$ cat config.mk
export PLATFORM = sky130hd
export DESIGN_NAME = crc8_checked_frame_receiver_core_flat
export DESIGN_NICKNAME = d
export VERILOG_FILES = /design/src/rtl/crcfr_pkg.sv /design/src/rtl/crcfr_chan_if.sv /design/src/rtl/crcfr_in_stage.sv /design/src/rtl/crcfr_parser.sv /design/src/rtl/crcfr_res_stage.sv /design/src/rtl/crc8_checked_frame_receiver_core.sv /design/src/flat_wrapper.sv
export SDC_FILE = /design/constraint.sdc
export NUM_CORES = 1
export LEC_CHECK = 0
export BUFFER_PORTS_ARGS = -buffer_cell sky130_fd_sc_hd__buf_2
export CORE_AREA = 2 2 181 183
export CTS_BUF_LIST = sky130_fd_sc_hd__clkbuf_8
export DETAILED_ROUTE_END_ITERATION = 8
export DIE_AREA = 0 0 183 185
export MAX_ROUTING_LAYER = met4
export PLACE_DENSITY_LB_ADDON = 0.05
export REMOVE_ABC_BUFFERS = 1
export SLEW_MARGIN = 40
export SYNTH_ARGS = -nofsm -noshare
export SYNTH_HDL_FRONTEND = slang
export SYNTH_SLANG_ARGS = --single-unit
$ cat constraint.sdc
create_clock -name clk_i -period 14.1 [get_ports clk_i]
set_input_delay 1.41 -clock clk_i [delete_from_list [all_inputs] [get_ports clk_i]]
set_output_delay 1.41 -clock clk_i [all_outputs]
set_load 0.03 [all_outputs]
$ cat src/rtl/crcfr_pkg.sv
package crcfr_pkg;

  // Item kinds
  localparam logic CMD_BYTE = 1'b0;
  localparam logic CMD_TICK = 1'b1;

  // Result status codes
  localparam logic ST_GOOD    = 1'b0;
  localparam logic ST_CRC_ERR = 1'b1;

  // Framing constants
  localparam logic [7:0] SYNC_FIRST  = 8'hAA;
  localparam logic [7:0] SYNC_SECOND = 8'h55;
  localparam logic [7:0] CRC_POLY    = 8'h07;
  localparam logic [7:0] CRC_INIT    = 8'h00;
  localparam logic [4:0] POS_BODY    = 5'd2;
  localparam logic [4:0] POS_LAST    = 5'd31;
  localparam logic [15:0] TIMEOUT_RESET = 16'd50;
  localparam int unsigned NUM_TARGETS = 6;

  typedef struct packed {
    logic       command;
    logic [7:0] data_byte;
  } crcfr_item_t;

  typedef struct packed {
    logic               status;
    logic signed [31:0] target_a;
    logic signed [31:0] target_b;
    logic signed [31:0] target_c;
    logic signed [31:0] target_d;
    logic signed [31:0] target_e;
    logic signed [31:0] target_f;
    logic [31:0]        speed_bits;
    logic [7:0]         move_mode;
  } crcfr_result_t;

  typedef logic [15:0] crcfr_cfg_t;

  // One CRC-8 byte step, MSB first, no reflection
  function automatic logic [7:0] crc8_step(input logic [7:0] crc, input logic [7:0] b);
    logic [7:0] c;
    c = crc ^ b;
    for (int k = 0; k < 8; k++) begin
      c = c[7] ? ({c[6:0], 1'b0} ^ CRC_POLY) : {c[6:0], 1'b0};
    end
    return c;
  endfunction

endpackage

$ cat src/rtl/crcfr_chan_if.sv
// Valid/ready channel carrying one payload per request.
interface crcfr_chan_if #(
  parameter type payload_t = logic
) ();
  logic     valid;
  logic     ready;
  payload_t payload;

  modport source (output valid, output payload, input ready);
  modport sink   (input valid, input payload, output ready);
endinterface

$ cat src/rtl/crcfr_in_stage.sv
// Input register: holds one item until the parser takes it.
module crcfr_in_stage import crcfr_pkg::*; (
  input  logic           clk_i,
  input  logic           rst_ni,
  crcfr_chan_if.sink     in_i,
  input  logic           item_take_i,
  output logic           item_valid_o,
  output crcfr_item_t    item_o
);

  logic        valid_q;
  crcfr_item_t item_q;

  // free slot, or the held item leaves this cycle
  assign in_i.ready = !valid_q || item_take_i;

  always_ff @(posedge clk_i or negedge rst_ni) begin
    if (!rst_ni) begin
      valid_q <= 1'b0;
    end else if (in_i.ready) begin
      valid_q <= in_i.valid;
    end
  end

  always_ff @(posedge clk_i) begin
    if (in_i.ready && in_i.valid) begin
      item_q <= in_i.payload;
    end
  end

  assign item_valid_o = valid_q;
  assign item_o       = item_q;

endmodule

$ cat src/rtl/crcfr_parser.sv
// Frame state machine, running CRC, field stores and quiet-time counter.
module crcfr_parser import crcfr_pkg::*; (
  input  logic          clk_i,
  input  logic          rst_ni,
  crcfr_chan_if.sink    cfg_i,
  input  logic          item_valid_i,
  input  crcfr_item_t   item_i,
  output logic          item_take_o,
  input  logic          res_free_i,
  output logic          res_load_o,
  output crcfr_result_t res_o
);

  typedef enum logic [2:0] {
    PH_HUNT  = 3'b001,
    PH_SYNC2 = 3'b010,
    PH_BODY  = 3'b100
  } phase_e;

  phase_e      phase_q, phase_d;
  logic [4:0]  pos_q, pos_d;
  logic [7:0]  crc_q, crc_d;
  logic [16:0] quiet_q, quiet_d;
  logic [15:0] timeout_q;

  logic [31:0] target_q [NUM_TARGETS];
  logic [31:0] speed_q;
  logic [7:0]  mode_q;

  logic        emit;
  logic        tgt_we, spd_we, mode_we;
  logic [4:0]  rel;
  logic [2:0]  tgt_word;
  logic [1:0]  tgt_lane, spd_lane;
  logic [7:0]  b;

  assign b   = item_i.data_byte;
  assign rel = pos_q - POS_BODY;
  assign tgt_word = rel[4:2];
  assign tgt_lane = rel[1:0];
  assign spd_lane = 2'(pos_q - 5'd26);

  // timeout register, always writable
  assign cfg_i.ready = 1'b1;

  always_ff @(posedge clk_i or negedge rst_ni) begin
    if (!rst_ni) begin
      timeout_q <= TIMEOUT_RESET;
    end else if (cfg_i.valid) begin
      timeout_q <= cfg_i.payload;
    end
  end

  // next-state logic for one item
  always_comb begin
    phase_d = phase_q;
    pos_d   = pos_q;
    crc_d   = crc_q;
    quiet_d = quiet_q;
    emit    = 1'b0;
    tgt_we  = 1'b0;
    spd_we  = 1'b0;
    mode_we = 1'b0;
    if (item_i.command == CMD_TICK) begin
      quiet_d = (quiet_q == '1) ? quiet_q : quiet_q + 17'd1;
      if ((phase_q == PH_SYNC2 || phase_q == PH_BODY) && quiet_d > {1'b0, timeout_q}) begin
        phase_d = PH_HUNT;
        pos_d   = '0;
        crc_d   = CRC_INIT;
      end
    end else begin
      quiet_d = '0;
      case (phase_q)
        PH_SYNC2: begin
          if (b == SYNC_SECOND) begin
            crc_d   = crc8_step(crc_q, b);
            pos_d   = POS_BODY;
            phase_d = PH_BODY;
          end else begin
            phase_d = PH_HUNT;
            pos_d   = '0;
            crc_d   = CRC_INIT;
          end
        end
        PH_BODY: begin
          if (pos_q != POS_LAST) begin
            crc_d = crc8_step(crc_q, b);
            pos_d = pos_q + 5'd1;
            case (pos_q) inside
              [5'd2:5'd25]:  tgt_we  = 1'b1;
              [5'd26:5'd29]: spd_we  = 1'b1;
              5'd30:         mode_we = 1'b1;
              default:       ;
            endcase
          end else begin
            emit    = 1'b1;
            phase_d = PH_HUNT;
            pos_d   = '0;
            crc_d   = CRC_INIT;
          end
        end
        default: begin
          // hunting for the first sync byte
          if (b == SYNC_FIRST) begin
            crc_d   = crc8_step(CRC_INIT, b);
            pos_d   = 5'd1;
            phase_d = PH_SYNC2;
          end else begin
            phase_d = PH_HUNT;
            pos_d   = '0;
            crc_d   = CRC_INIT;
          end
        end
      endcase
    end
  end

  // a frame end waits until the result register has room
  assign item_take_o = item_valid_i && (!emit || res_free_i);
  assign res_load_o  = item_valid_i && emit && res_free_i;

  always_ff @(posedge clk_i or negedge rst_ni) begin
    if (!rst_ni) begin
      phase_q <= PH_HUNT;
      pos_q   <= '0;
      crc_q   <= CRC_INIT;
      quiet_q <= '0;
    end else if (item_take_o) begin
      phase_q <= phase_d;
      pos_q   <= pos_d;
      crc_q   <= crc_d;
      quiet_q <= quiet_d;
    end
  end

  // field stores, one byte lane per body byte
  always_ff @(posedge clk_i) begin
    if (item_take_o && tgt_we) begin
      target_q[tgt_word][tgt_lane*8 +: 8] <= b;
    end
    if (item_take_o && spd_we) begin
      speed_q[spd_lane*8 +: 8] <= b;
    end
    if (item_take_o && mode_we) begin
      mode_q <= b;
    end
  end

  // result as seen on the CRC byte
  always_comb begin
    res_o.status     = (crc_q == b) ? ST_GOOD : ST_CRC_ERR;
    res_o.target_a   = signed'(target_q[0]);
    res_o.target_b   = signed'(target_q[1]);
    res_o.target_c   = signed'(target_q[2]);
    res_o.target_d   = signed'(target_q[3]);
    res_o.target_e   = signed'(target_q[4]);
    res_o.target_f   = signed'(target_q[5]);
    res_o.speed_bits = speed_q;
    res_o.move_mode  = mode_q;
  end

endmodule

$ cat src/rtl/crcfr_res_stage.sv
// Result register: holds a frame result until the consumer takes it.
module crcfr_res_stage import crcfr_pkg::*; (
  input  logic          clk_i,
  input  logic          rst_ni,
  input  logic          res_load_i,
  input  crcfr_result_t res_i,
  output logic          res_free_o,
  crcfr_chan_if.source  res_o
);

  logic          valid_q;
  crcfr_result_t res_q;

  assign res_free_o = !valid_q || res_o.ready;

  always_ff @(posedge clk_i or negedge rst_ni) begin
    if (!rst_ni) begin
      valid_q <= 1'b0;
    end else if (res_free_o) begin
      valid_q <= res_load_i;
    end
  end

  always_ff @(posedge clk_i) begin
    if (res_load_i) begin
      res_q <= res_i;
    end
  end

  assign res_o.valid   = valid_q;
  assign res_o.payload = res_q;

endmodule

$ cat src/rtl/crc8_checked_frame_receiver_core.sv
// Channel | Dir | Payload                                       | Request moves
// in_i    | in  | command, data_byte                            | one byte or one tick
// cfg_i   | in  | timeout_ticks (16 bit)                        | one register write
// res_o   | out | status, target_a..f, speed_bits, move_mode    | one checked frame
//
// One item per cycle unless a frame end waits on a stalled result; an item
// passes the input register, the parser logic and lands in the result
// register, which holds a frame result once its CRC byte has passed through.
// Reset clears the frame state, quiet counter and both valid flags; the
// timeout comes up as 50 ticks. A stalled result holds only a frame-end
// item in the input register; bytes and ticks keep flowing otherwise.
module crc8_checked_frame_receiver_core import crcfr_pkg::*; (
  input  logic          clk_i,
  input  logic          rst_ni,
  crcfr_chan_if.sink    in_i,
  crcfr_chan_if.sink    cfg_i,
  crcfr_chan_if.source  res_o
);

  logic          item_valid;
  logic          item_take;
  crcfr_item_t   item;
  logic          res_free;
  logic          res_load;
  crcfr_result_t res_next;

  crcfr_in_stage u_in (
    .clk_i        (clk_i),
    .rst_ni       (rst_ni),
    .in_i         (in_i),
    .item_take_i  (item_take),
    .item_valid_o (item_valid),
    .item_o       (item)
  );

  crcfr_parser u_parser (
    .clk_i        (clk_i),
    .rst_ni       (rst_ni),
    .cfg_i        (cfg_i),
    .item_valid_i (item_valid),
    .item_i       (item),
    .item_take_o  (item_take),
    .res_free_i   (res_free),
    .res_load_o   (res_load),
    .res_o        (res_next)
  );

  crcfr_res_stage u_res (
    .clk_i      (clk_i),
    .rst_ni     (rst_ni),
    .res_load_i (res_load),
    .res_i      (res_next),
    .res_free_o (res_free),
    .res_o      (res_o)
  );

endmodule

$ cat src/flat_wrapper.sv
// flat-port wrapper written by rule: the top's interface ports become plain ports
module crc8_checked_frame_receiver_core_flat import crcfr_pkg::*;
  (clk_i, rst_ni, in_i_valid, in_i_payload, in_i_ready, cfg_i_valid, cfg_i_payload, cfg_i_ready, res_o_valid, res_o_payload, res_o_ready);
  crcfr_chan_if #(.payload_t(crcfr_item_t)) in_i_i ();
  crcfr_chan_if #(.payload_t(crcfr_cfg_t)) cfg_i_i ();
  crcfr_chan_if #(.payload_t(crcfr_result_t)) res_o_i ();
  input  logic clk_i;
  input  logic rst_ni;
  input wire logic [$bits(in_i_i.valid)-1:0] in_i_valid;
  input wire logic [$bits(in_i_i.payload)-1:0] in_i_payload;
  output wire logic [$bits(in_i_i.ready)-1:0] in_i_ready;
  input wire logic [$bits(cfg_i_i.valid)-1:0] cfg_i_valid;
  input wire logic [$bits(cfg_i_i.payload)-1:0] cfg_i_payload;
  output wire logic [$bits(cfg_i_i.ready)-1:0] cfg_i_ready;
  output wire logic [$bits(res_o_i.valid)-1:0] res_o_valid;
  output wire logic [$bits(res_o_i.payload)-1:0] res_o_payload;
  input wire logic [$bits(res_o_i.ready)-1:0] res_o_ready;
  assign in_i_i.valid = in_i_valid;
  assign in_i_i.payload = in_i_payload;
  assign in_i_ready = in_i_i.ready;
  assign cfg_i_i.valid = cfg_i_valid;
  assign cfg_i_i.payload = cfg_i_payload;
  assign cfg_i_ready = cfg_i_i.ready;
  assign res_o_valid = res_o_i.valid;
  assign res_o_payload = res_o_i.payload;
  assign res_o_i.ready = res_o_ready;
  crc8_checked_frame_receiver_core u_core (.clk_i(clk_i), .rst_ni(rst_ni), .in_i(in_i_i), .cfg_i(cfg_i_i), .res_o(res_o_i));
endmodule
# Word level (Yosys, flattened, before mapping)

Memory sizes are Yosys's and may differ from the RTL's. A register that Yosys moved wholly into a read port is not among the register bits.
Index checks and enable logic that the tools add are counted.

Register bits: 141
Memory bits (writable): 192
Output and inout bits: 236
Word-level logic and storage cells: 134
Memories: 1

Memories:

| name                     | words | bits a word | read ports | clocked after memory_dff | write ports | RTL line           | RTL |
|---|---|---|---|---|---|---|---|
| u_core.u_parser.target_q | 6     | 32          | 6          | 6                        | 1           | crcfr_parser.sv:26 | `logic [31:0] target_q [NUM_TARGETS];` |

$add $sub $neg: 6
$lt $le $gt $ge: 5
Equal/unequal tests: 10
Shift operators: 4
Muxes and demuxes: 58
Bitwise operators: 17
Reduce and logical (&&, ||, !) cells: 19

Operators with widths:

| kind                                                                     | number |
|---|---|
| 5-bit negator with 34-bit output                                         | 2 |
| 8-bit by 34-bit variable shift with 32-bit output (first input constant) | 2 |
| 8-bit by 34-bit variable part select with 32-bit output                  | 2 |
| 3-bit 2-to-1 mux                                                         | 20 |
| 3-bit NOT                                                                | 16 |
| 8-bit 2-to-1 mux                                                         | 5 |
| 17-bit 2-to-1 mux                                                        | 2 |
| 32-bit bitwise mux                                                       | 1 |
| 32-bit 2-to-1 mux                                                        | 1 |
| 1-bit 2-to-1 mux                                                         | 21 |
| 17-bit by 1-bit adder with 17-bit output (second input constant)         | 1 |
| 17-bit equality test (second input constant)                             | 1 |
| 17-bit by 16-bit > comparator with 1-bit output                          | 1 |
| 8-bit case mux with 2 select lines                                       | 1 |
| 5-bit 2-to-1 mux                                                         | 3 |
| 5-bit less-or-equal comparator (second input constant)                   | 2 |
| 1-bit logical AND                                                        | 10 |
| 5-bit case mux with 2 select lines                                       | 1 |
| 8-bit by 7-bit equality test with 1-bit output (second input constant)   | 1 |
| 8-bit equality test                                                      | 1 |
| 8-bit equality test (second input constant)                              | 1 |
| 8-bit bitwise XOR                                                        | 1 |
| 3-bit case mux with 2 select lines                                       | 1 |
| 5-bit by 1-bit adder with 5-bit output (second input constant)           | 1 |
| 15 further kinds                                                         | 21 |

# Logic depth before layout (Yosys ltp)

Gate-level depths: netlist (run 1).

Depth in word-level cells: 20
Depth in mapped cells: 15
Depth with buffers taken out: 13

# Cells and area by module

From an unflattened synthesis (run 1), not the netlist that was laid out.

Cell total of the unflattened synthesis: 997
Area total of the unflattened synthesis: 18570.3 sq um

By module, submodules not included:

| module          | instances | cells each | area an instance (sq um) |
|---|---|---|---|
| crcfr_parser    | 1         | 748        | 11202.0 |
| crcfr_res_stage | 1         | 236        | 7044.3 |
| crcfr_in_stage  | 1         | 13         | 324.1 |

# Worst setup path before layout (run 1)

No wires, ideal clock.

Path type: in2reg
From: input res_o_ready
To: register, netlist name res_o_payload[100]
Arrival time: 11.131 ns
Data required time: 13.270 ns
Setup slack: 2.139 ns
Cell stages on the path: 2
Buffers on the path: 0
Cell sequence: nor2b_1 > nor2_1

Cells in the longest elaborated chain, start to end: 2

RTL lines:

| what                | RTL line                               | RTL |
|---|---|---|
| from (decl)         | flat_wrapper.sv:17                     | `input wire logic [$bits(res_o_i.ready)-1:0] res_o_ready;` |
| 1-bit logical OR    | crcfr_res_stage.sv:14                  | `assign res_free_o = !valid_q \|\| res_o.ready;` |
| 1-bit logical AND   | crcfr_parser.sv:120                    | `assign res_load_o = item_valid_i && emit && res_free_i;` |
| net u_core.res_load | crc8_checked_frame_receiver_core.sv:24 | `logic res_load;` |

The timed path passes the listed nets, and every way through them passes these cells.
A chain may end at the register's enable or synchronous reset.

# Worst setup path in the final report (run 1)

From: register u_core.u_parser.quiet_q[0]
To: register u_core.u_parser.crc_q[4]

Cells in the longest elaborated chain, start to end: 6

RTL lines:

| what                                                                             | RTL line            | RTL |
|---|---|---|
| from (decl)                                                                      | crcfr_parser.sv:23  | `logic [16:0] quiet_q, quiet_d;` |
| from (signal assigned)                                                           | crcfr_parser.sv:132 | `quiet_q <= quiet_d;` |
| 17-bit by 1-bit adder with 17-bit output or 17-bit equality test (tied branches) | crcfr_parser.sv:65  | `quiet_d = (quiet_q == '1) ? quiet_q : quiet_q + 17'd1;` |
| 17-bit 2-to-1 mux *                                                              | crcfr_parser.sv:65  |  |
| 17-bit by 16-bit > comparator with 1-bit output *                                | crcfr_parser.sv:66  | `if ((phase_q == PH_SYNC2 \|\| phase_q == PH_BODY) && quiet_d > {1'b0, timeout_q}) begin` |
| 1-bit logical AND *                                                              | crcfr_parser.sv:66  |  |
| 2-bit inequality test (no line) *                                                | -                   |  |
| 2-bit AND reduction (no line) *                                                  | -                   |  |
| to (signal assigned)                                                             | crcfr_parser.sv:131 | `crc_q <= crc_d;` |
| to (decl)                                                                        | crcfr_parser.sv:22  | `logic [7:0] crc_q, crc_d;` |

Mark *: on every way between the ends. The rest lies on a longest branch, timed or not.

==> impl_results.md, run 1 <==
- Net Sw Frac: 0.222
- Design area: between 0.02 and 0.025 sq mm
- Synth Area in Simple Gates: 0.0571
- Sequential Power Share: 0.580
- Core ar.: 0.0320 sq mm
- Syn Inst Count: 988
- Min-delay worst type: reg -> reg
- Post-synthesis xor/xnor area fraction: 0.0231
- CTS Hold Bufs: 0
- Main synth FF type: edfxtp_1
- Num CTS Buffers: 80
- Clock Pin Slew Worst Setup and Hold Paths: 0.06 ns
- RSZ-0062 raised after global routing: no
- Cts repair resizes: 0
- WHS: 0.397 ns
- WP data required: 14.58 ns
- Nets: 1383
- Largest family of logic cells by synthesized area: simple AND/OR/NAND/NOR gates
- Combinational Power Share: 0.047
- Worst Path Max Fanout: 12
- First-pass GRT wire length: 54.2 mm
- Post-synthesis adder-cell area fraction: 0.0250
- Hold Crit Start: u_core.u_parser.target_q[5][7]
- Vias per cell: 5.29
- Clk_lat worst skew: roughly 0.6 ns
- Startpoint types: flip-flop
- Detailed-route via count: 9445
- GRT met3 Usage: 0.0527
- Antenna Nets Post-Route: 0
- Worst ir drop on vdd: 0.0786 mV
- Register area: 0.0155 sq mm
- Layout cell share with drive strength beyond 1: 0.312
- Critical path capture point type: flip-flop
- Pins Over Slew Limit: 0
- #FFs+latches synth: around 530
- Slew headroom: 0.458
- Slew @ Worst Pin: approximately 0.81 ns
- TritonCTS clock tree: yes
- Pwr Total: 2960 uW
- Synth Area in Compound Gates: 0.0385
- I/O pin cnt: 266
- F_max: roughly 250 MHz
- Synthesized area per cell: 18.8 sq um
- Root Buffer: clkbuf_8
- Met2 Use GR: 0.345
- Fin. Hold Viols: 0
- # setup viols final: 0
- R2R Path Start: u_core.u_parser.quiet_q[0]
- Outcome: completed
- Global Route met1 Usage: 0.300
- Clk pwr share: 0.373
- Initial Utilization: 0.579
- CP Data Arrival Time: 4.51 ns
- Setup TNS: 0 ns
- Die ar.: 0.0339 sq mm
- Antenna Cells: 0
- Fin crit period: 4.03 ns
- Mapped Area: 0.0185 sq mm
- # H-tree levels: 3
- Fin crit share: 0.286
- Footprint of the multi-input gates: 0.00291 sq mm
- Num rows: 66
- Worst Skew: 0.0447 ns
- Post-route DRC: 0
- Clock buffer depth: 3
- Area post-placement: 0.0204 sq mm
- Chip width: 183 um
- GRT Util Overall: 0.223
- Max Cap Violations: 0
- Die H: between 150 and 200 um
- Port buffer count: 264
- Pin count of the biggest net entering global routing: 87
- CP Class: reg -> reg
- Placer Congestion: 0.820
- Area Growth Syn to Fin: 18.0%
- DR iter-0 viols: 678
- DP Wirelength: 23.8 mm
- Ys Warns: 0
- Setup Buffers After CTS: 0
- Post-synth EDFFs: 474
- Global route total overflow: 0
- P per Cell Area: 135 mW/mm^2
- Distinct cells, synth: 66
- Final Util: 0.683
- Initial antenna violation count: 0
- Internal Power: around 2300 uW
- Routed WL: approximately 36 mm
- Sw Pwr: 656 uW
- Drt pass-1 iters: 5
- Sequential share of the synthesized area: 0.836
- Top Usage Layer GRT: met2
- Post-DR wirelength/cell: 20.3 um
- LEAKAGE: around 0.0075 uW
- FILL cells: 2192
- Clk sinks: 525
- Async SR Flop Fraction: 0.0971
- Post-synthesis mux area share: 0.00587
- Crit path launch: u_core.u_parser.quiet_q[0]
- Vias in the first global route: around 9.4k
Yosys cell counts, types with 8 or more instances:
master / n / area [sq um]
edfxtp_1: 474 / 14200
dfrtp_1: 47 / 1180
nand2_1: 47 / 176
nor2_1: 44 / 165
xnor2_1: 43 / 377
ha_1: 37 / 463
inv_1: 34 / 128
o21ai_0: 29 / 145
and2_1: 22 / 138
a21oi_1: 20 / 100
nand3_1: 15 / 75.1
nor3_1: 15 / 75.1
clkbuf_1: 13 / 48.8
nand4_1: 12 / 75.1
o31ai_1: 10 / 75.1
and3_1: 9 / 56.3
o22ai_1: 9 / 56.3
a21o_1: 8 / 60.1
power by group through the flow:
stage | registers, uW | logic, uW | clock network (uW)
detailed placement | 1750 | 137 | 0
global placement | 1750 | 129 | 0
global route | 1720 | 155 | 1210
finish | 1720 | 138 | 1100
floorplan | 1740 | 88.7 | 0
CTS | 1720 | 138 | 1130
layer usage:
metal	part of all wire	wire [um]
met3	0.061	2220
met4	0.022	806
met2	0.48	17500
met5	0	0
met1	0.44	15800
through the flow:
| step | setup WS [ns] | cells |
|---|---|---|
| after floorplan | 2.14 | 963 |
| after CTS | 10.07 | 1785 |
| after detailed placement | 10.09 | 1641 |
| final | 10.07 | 1786 |
| after global placement | 10.00 | 1641 |
| after global routing | 9.82 | 1786 |
kinds of logic (layout without fill, tap and decap cells):
| group | count (synthesis) | after routing |
|---|---|---|
| AO/OA/AOI/OAI | 106 | 106 |
| XOR/XNOR | 49 | 49 |
| adder cells (fa/ha/maj) | 37 | 37 |
| buffers and inverters | 59 | 449 |
| flip-flops | 525 | 525 |
| multiplexers | 9 | 9 |
| other | 1 | 1 |
| AND/OR/NAND/NOR | 202 | 202 |
registers in the layout, indices dropped and copies added (netlist names):
signal                      flops
res_o_payload                 192
u_core.u_parser.quiet_q        17
u_core.u_in.item_valid_o        1
u_core.u_parser.timeout_q      16
u_core.u_res.res_o.valid        1
u_core.u_res.res_o.payload     41
u_core.u_parser.speed_q        32
u_core.u_parser.crc_q           8
u_core.u_parser.target_q      192
u_core.u_in.item_o              9
u_core.u_parser.pos_q           5
u_core.u_parser.mode_q          8
u_core.u_parser.phase_q         3
final cells by class:
cell class / count / share of cell area
well taps: 408 / 0.0233
inverters: 34 / 0.00583
multi-input cells: 404 / 0.133
repair buffers: 271 / 0.0639
clock inverters: 61 / 0.0130
clock buffers: 83 / 0.0522
flip-flops and latches: 525 / 0.709
worst max-delay path, stage by stage (launching register included):
cell and delay (ns):
dfrtp_1 0.42, ha_1 0.27, and3_4 0.22, and4_4 0.18, a21bo_4 0.23, or3_4 0.34
xnor2_1 0.20, ha_1 0.27, nand4_1 0.15, nor3_1 0.07, a2111o_1 0.39, a211oi_2 0.48
or2_4 0.33, mux2_2 0.35
final timing paths:
kind / end / slack [ns] / depth (start not counted)
hold reg to reg: res_o_payload[47] / 0.40 / 0
setup reg to reg: u_core.u_parser.crc_q[4] / 10.07 / 13
hold / removal: res_o_payload[47] / 0.40 / 0
min in group asynchronous: u_core.u_parser.pos_q[4] / 0.95 / 2
max in group asynchronous: u_core.u_parser.pos_q[1] / 12.66 / 2
setup / recovery: u_core.u_parser.crc_q[4] / 10.07 / 13
placed cells by master, fill, tap and decap left out, types with 3 or more instances in the layout:
master	synthesis	layout
a21o_1	8	8
a21oi_1	20	20
a22o_1	3	3
a32o_1	3	3
and2_1	22	22
and3_1	9	9
and4_1	3	3
buf_2	6	264
buf_4	3	4
clkbuf_8	0	83
clkinv_1	0	17
clkinv_2	0	7
dfrtp_1	47	47
dfstp_2	4	4
edfxtp_1	474	474
ha_1	37	37
inv_1	34	65
mux2_2	7	7
nand2_1	47	47
nand2b_1	4	4
nand3_1	15	15
nand4_1	12	12
nor2_1	44	22
nor2_2	1	22
nor2b_1	5	5
nor3_1	15	8
nor3_2	0	7
nor4_2	0	5
o21ai_0	29	29
o22ai_1	9	9
o31ai_1	10	10
or3_1	4	4
xnor2_1	43	43
xor2_1	6	6
Note: power is estimated with default switching activity, not from simulation.
==> run 2: changes to the inputs <==
--- a/config.mk
+++ b/config.mk
@@ -6,10 +6,10 @@
 export NUM_CORES = 1
 export LEC_CHECK = 0
 export BUFFER_PORTS_ARGS = -buffer_cell sky130_fd_sc_hd__buf_2
-export CORE_AREA = 2 2 181 183
+export CORE_AREA = 2 2 191 193
 export CTS_BUF_LIST = sky130_fd_sc_hd__clkbuf_8
 export DETAILED_ROUTE_END_ITERATION = 8
-export DIE_AREA = 0 0 183 185
+export DIE_AREA = 0 0 193 195
 export MAX_ROUTING_LAYER = met4
 export PLACE_DENSITY_LB_ADDON = 0.05
 export REMOVE_ABC_BUFFERS = 1
==> constraint.sdc (replaced) <==
create_clock -name clk_i -period 3.46 [get_ports clk_i]
set_input_delay 0.346 -clock clk_i [delete_from_list [all_inputs] [get_ports clk_i]]
set_output_delay 0.346 -clock clk_i [all_outputs]
set_load 0.03 [all_outputs]
==> impl_results.md, run 2 (synthesis results as in run 1) <==
- Critical-path top delay cell: dfrtp_1
- Slew @ Worst Pin: 0.700 ns
- Worst setup margin: -0.0129 ns
- Root Buffer: clkbuf_8
- Critical Path Max Stage Delay: 0.39 ns
- Worst-path cell chain: ha_2, and3_4, and4_4, a21bo_4, or3_4, xnor2_2, ha_1, nand4_1, inv_1, a2111o_1, a211oi_4, or2_4, mux2_2
- Clock buffer depth: 3
- Final Util: 0.644
- # H-tree levels: 3
- Port buffer count: 264
- # setup viols final: 2
- Commonest non-fill, non-tap cells in the layout: edfxtp_1, buf_2, clkbuf_8
- Drt pass-1 iters: 5
- Commonest non-fill, non-tap cell in the layout: edfxtp_1
- Vias in the first global route: around 9.6k
- Fin crit share: 1.00
- Fin. Hold Viols: 0
- RSZ-0062 raised after global routing: yes
- First-pass GRT wire length: 55.6 mm
- Clock Pin Slew Worst Setup and Hold Paths: 0.06 ns
- TritonCTS clock tree: yes
- Fin crit period: ~3.5 ns
- Layout cell share with drive strength beyond 1: 0.320
- Antenna Nets Post-Route: 0
- Die ar.: 0.0376 sq mm
- Worst slack, placed: -0.150 ns
- CP Data Arrival Time: 3.97 ns
- Initial Utilization: 0.524
- Placer Congestion: 0.838
- Pins Over Slew Limit: 0
- Worst Skew: 0.0273 ns
- Max Cap Violations: 0
- Post-DR wirelength/cell: 19.3 um
- Startpoint types: flip-flop
- WP data required: 3.95 ns
- Min-delay worst type: in -> async
- Nets: 1483
- Antenna Cells: 0
- Detailed-route via count: 9821
- Post-route DRC: 0
- Worst ir drop on vdd: around 0.38 mV
- Worst Path Max Fanout: 5
- Area Growth Syn to Fin: 22.8%
- Outcome: complete, but fails checks
- I/O pin cnt: roughly 270
- Placed Instances: 1761
- Violated checks: setup timing
- Critical path capture point type: flip-flop
- Num rows: 69
- Die H: 195 um
- Core ar.: 0.0354 sq mm
- Chip width: 193 um
- F_max: 288 MHz
- Clk sinks: 525
- GRT Util Overall: 0.206
- DR iter-0 viols: 662
- Setup TNS: -0.0208 ns
- Pwr Total: 12300 uW
- Routed WL: 37.5 mm
- P per Cell Area: 538 mW/mm^2
- Clk_lat worst skew: 0.63 ns
- Pin count of the biggest net entering global routing: 81
- Vias per cell: 5.06
- LEAKAGE: between 0.007 and 0.008 uW
- CP Class: reg -> reg
- Num CTS Buffers: 83
- Global route total overflow: 0
- Initial antenna violation count: 0
- Finished Layout Cells: about 1.9k
- Slew headroom: 0.530
- DP Wirelength: 24.8 mm
## run 2: layout make-up
| type | count | area, sq um |
|---|---|---|
| clock inverter | 64 | 322 |
| sequential | 525 | 15500 |
| tap | 461 | 577 |
| clock buffer | 85 | 1170 |
| multi-input combinational | 404 | 2830 |
| timing repair buffer | 368 | 2240 |
| inverter | 34 | 128 |
| fill | 2559 | 12600 |
## run 2: routing by layer
metal / part of all wire / global-route usage / vias to the layer above
met5: 0 / - / -
met4: 0.019 / 0.0752 / 0
met3: 0.061 / 0.0422 / 57
met2: 0.49 / 0.319 / 343
met1: 0.43 / 0.274 / 4788
li1: - / - / 4633
## run 2: where the power goes
group,leakage [uW],internal (uW),switching (uW)
Combinational,0.00265,242,368
Sequential,0.00446,6940,51.5
Clock,0.000873,2430,2240
## run 2: repair_timing
item | 4_1_cts | 5_1_grt
pin swaps | 4 | 1
setup buffers | 0 | 2
gates resized for setup | 4 | 2
setup endpoints to repair | 15 | 15
hold endpoints to repair | 55 | 0
hold buffers | 28 | 0
## run 2: worst paths after layout
check | start | end | slack, ns | cells past startpoint
max in group asynchronous | rst_ni | u_core.u_parser.timeout_q[4] | 2.73 | 3
hold / removal | rst_ni | u_core.u_parser.crc_q[7] | 0.13 | 2
setup reg to reg | u_core.u_parser.quiet_q[0] | u_core.u_parser.crc_q[4] | -0.01 | 13
setup / recovery | u_core.u_parser.quiet_q[0] | u_core.u_parser.crc_q[4] | -0.01 | 13
min in group clk_i | cfg_i_valid | u_core.u_parser.timeout_q[1] | 0.15 | 3
hold reg to reg | u_core.u_parser.target_q[5][11] | res_o_payload[51] | 0.40 | 0
## run 2: worst max-delay path: cells and delay by family, from the launching register on
family,cells,cell delay (ns)
flip-flops,1,0.39
AND/OR/NAND/NOR,5,1.04
buffers and inverters,1,0.05
multiplexers,1,0.34
XOR/XNOR,1,0.14
adder cells (fa/ha/maj),2,0.48
AO/OA/AOI/OAI,3,0.90
## run 2: metrics by stage
step                      instance area (sq um)  hold slack [ns]
after floorplan                           18400           0.0504
final                                     22800            0.127
after global routing                      22800            0.100
after detailed placement                  20900            0.405
after global placement                    20900            0.401
after CTS                                 22700           0.0991
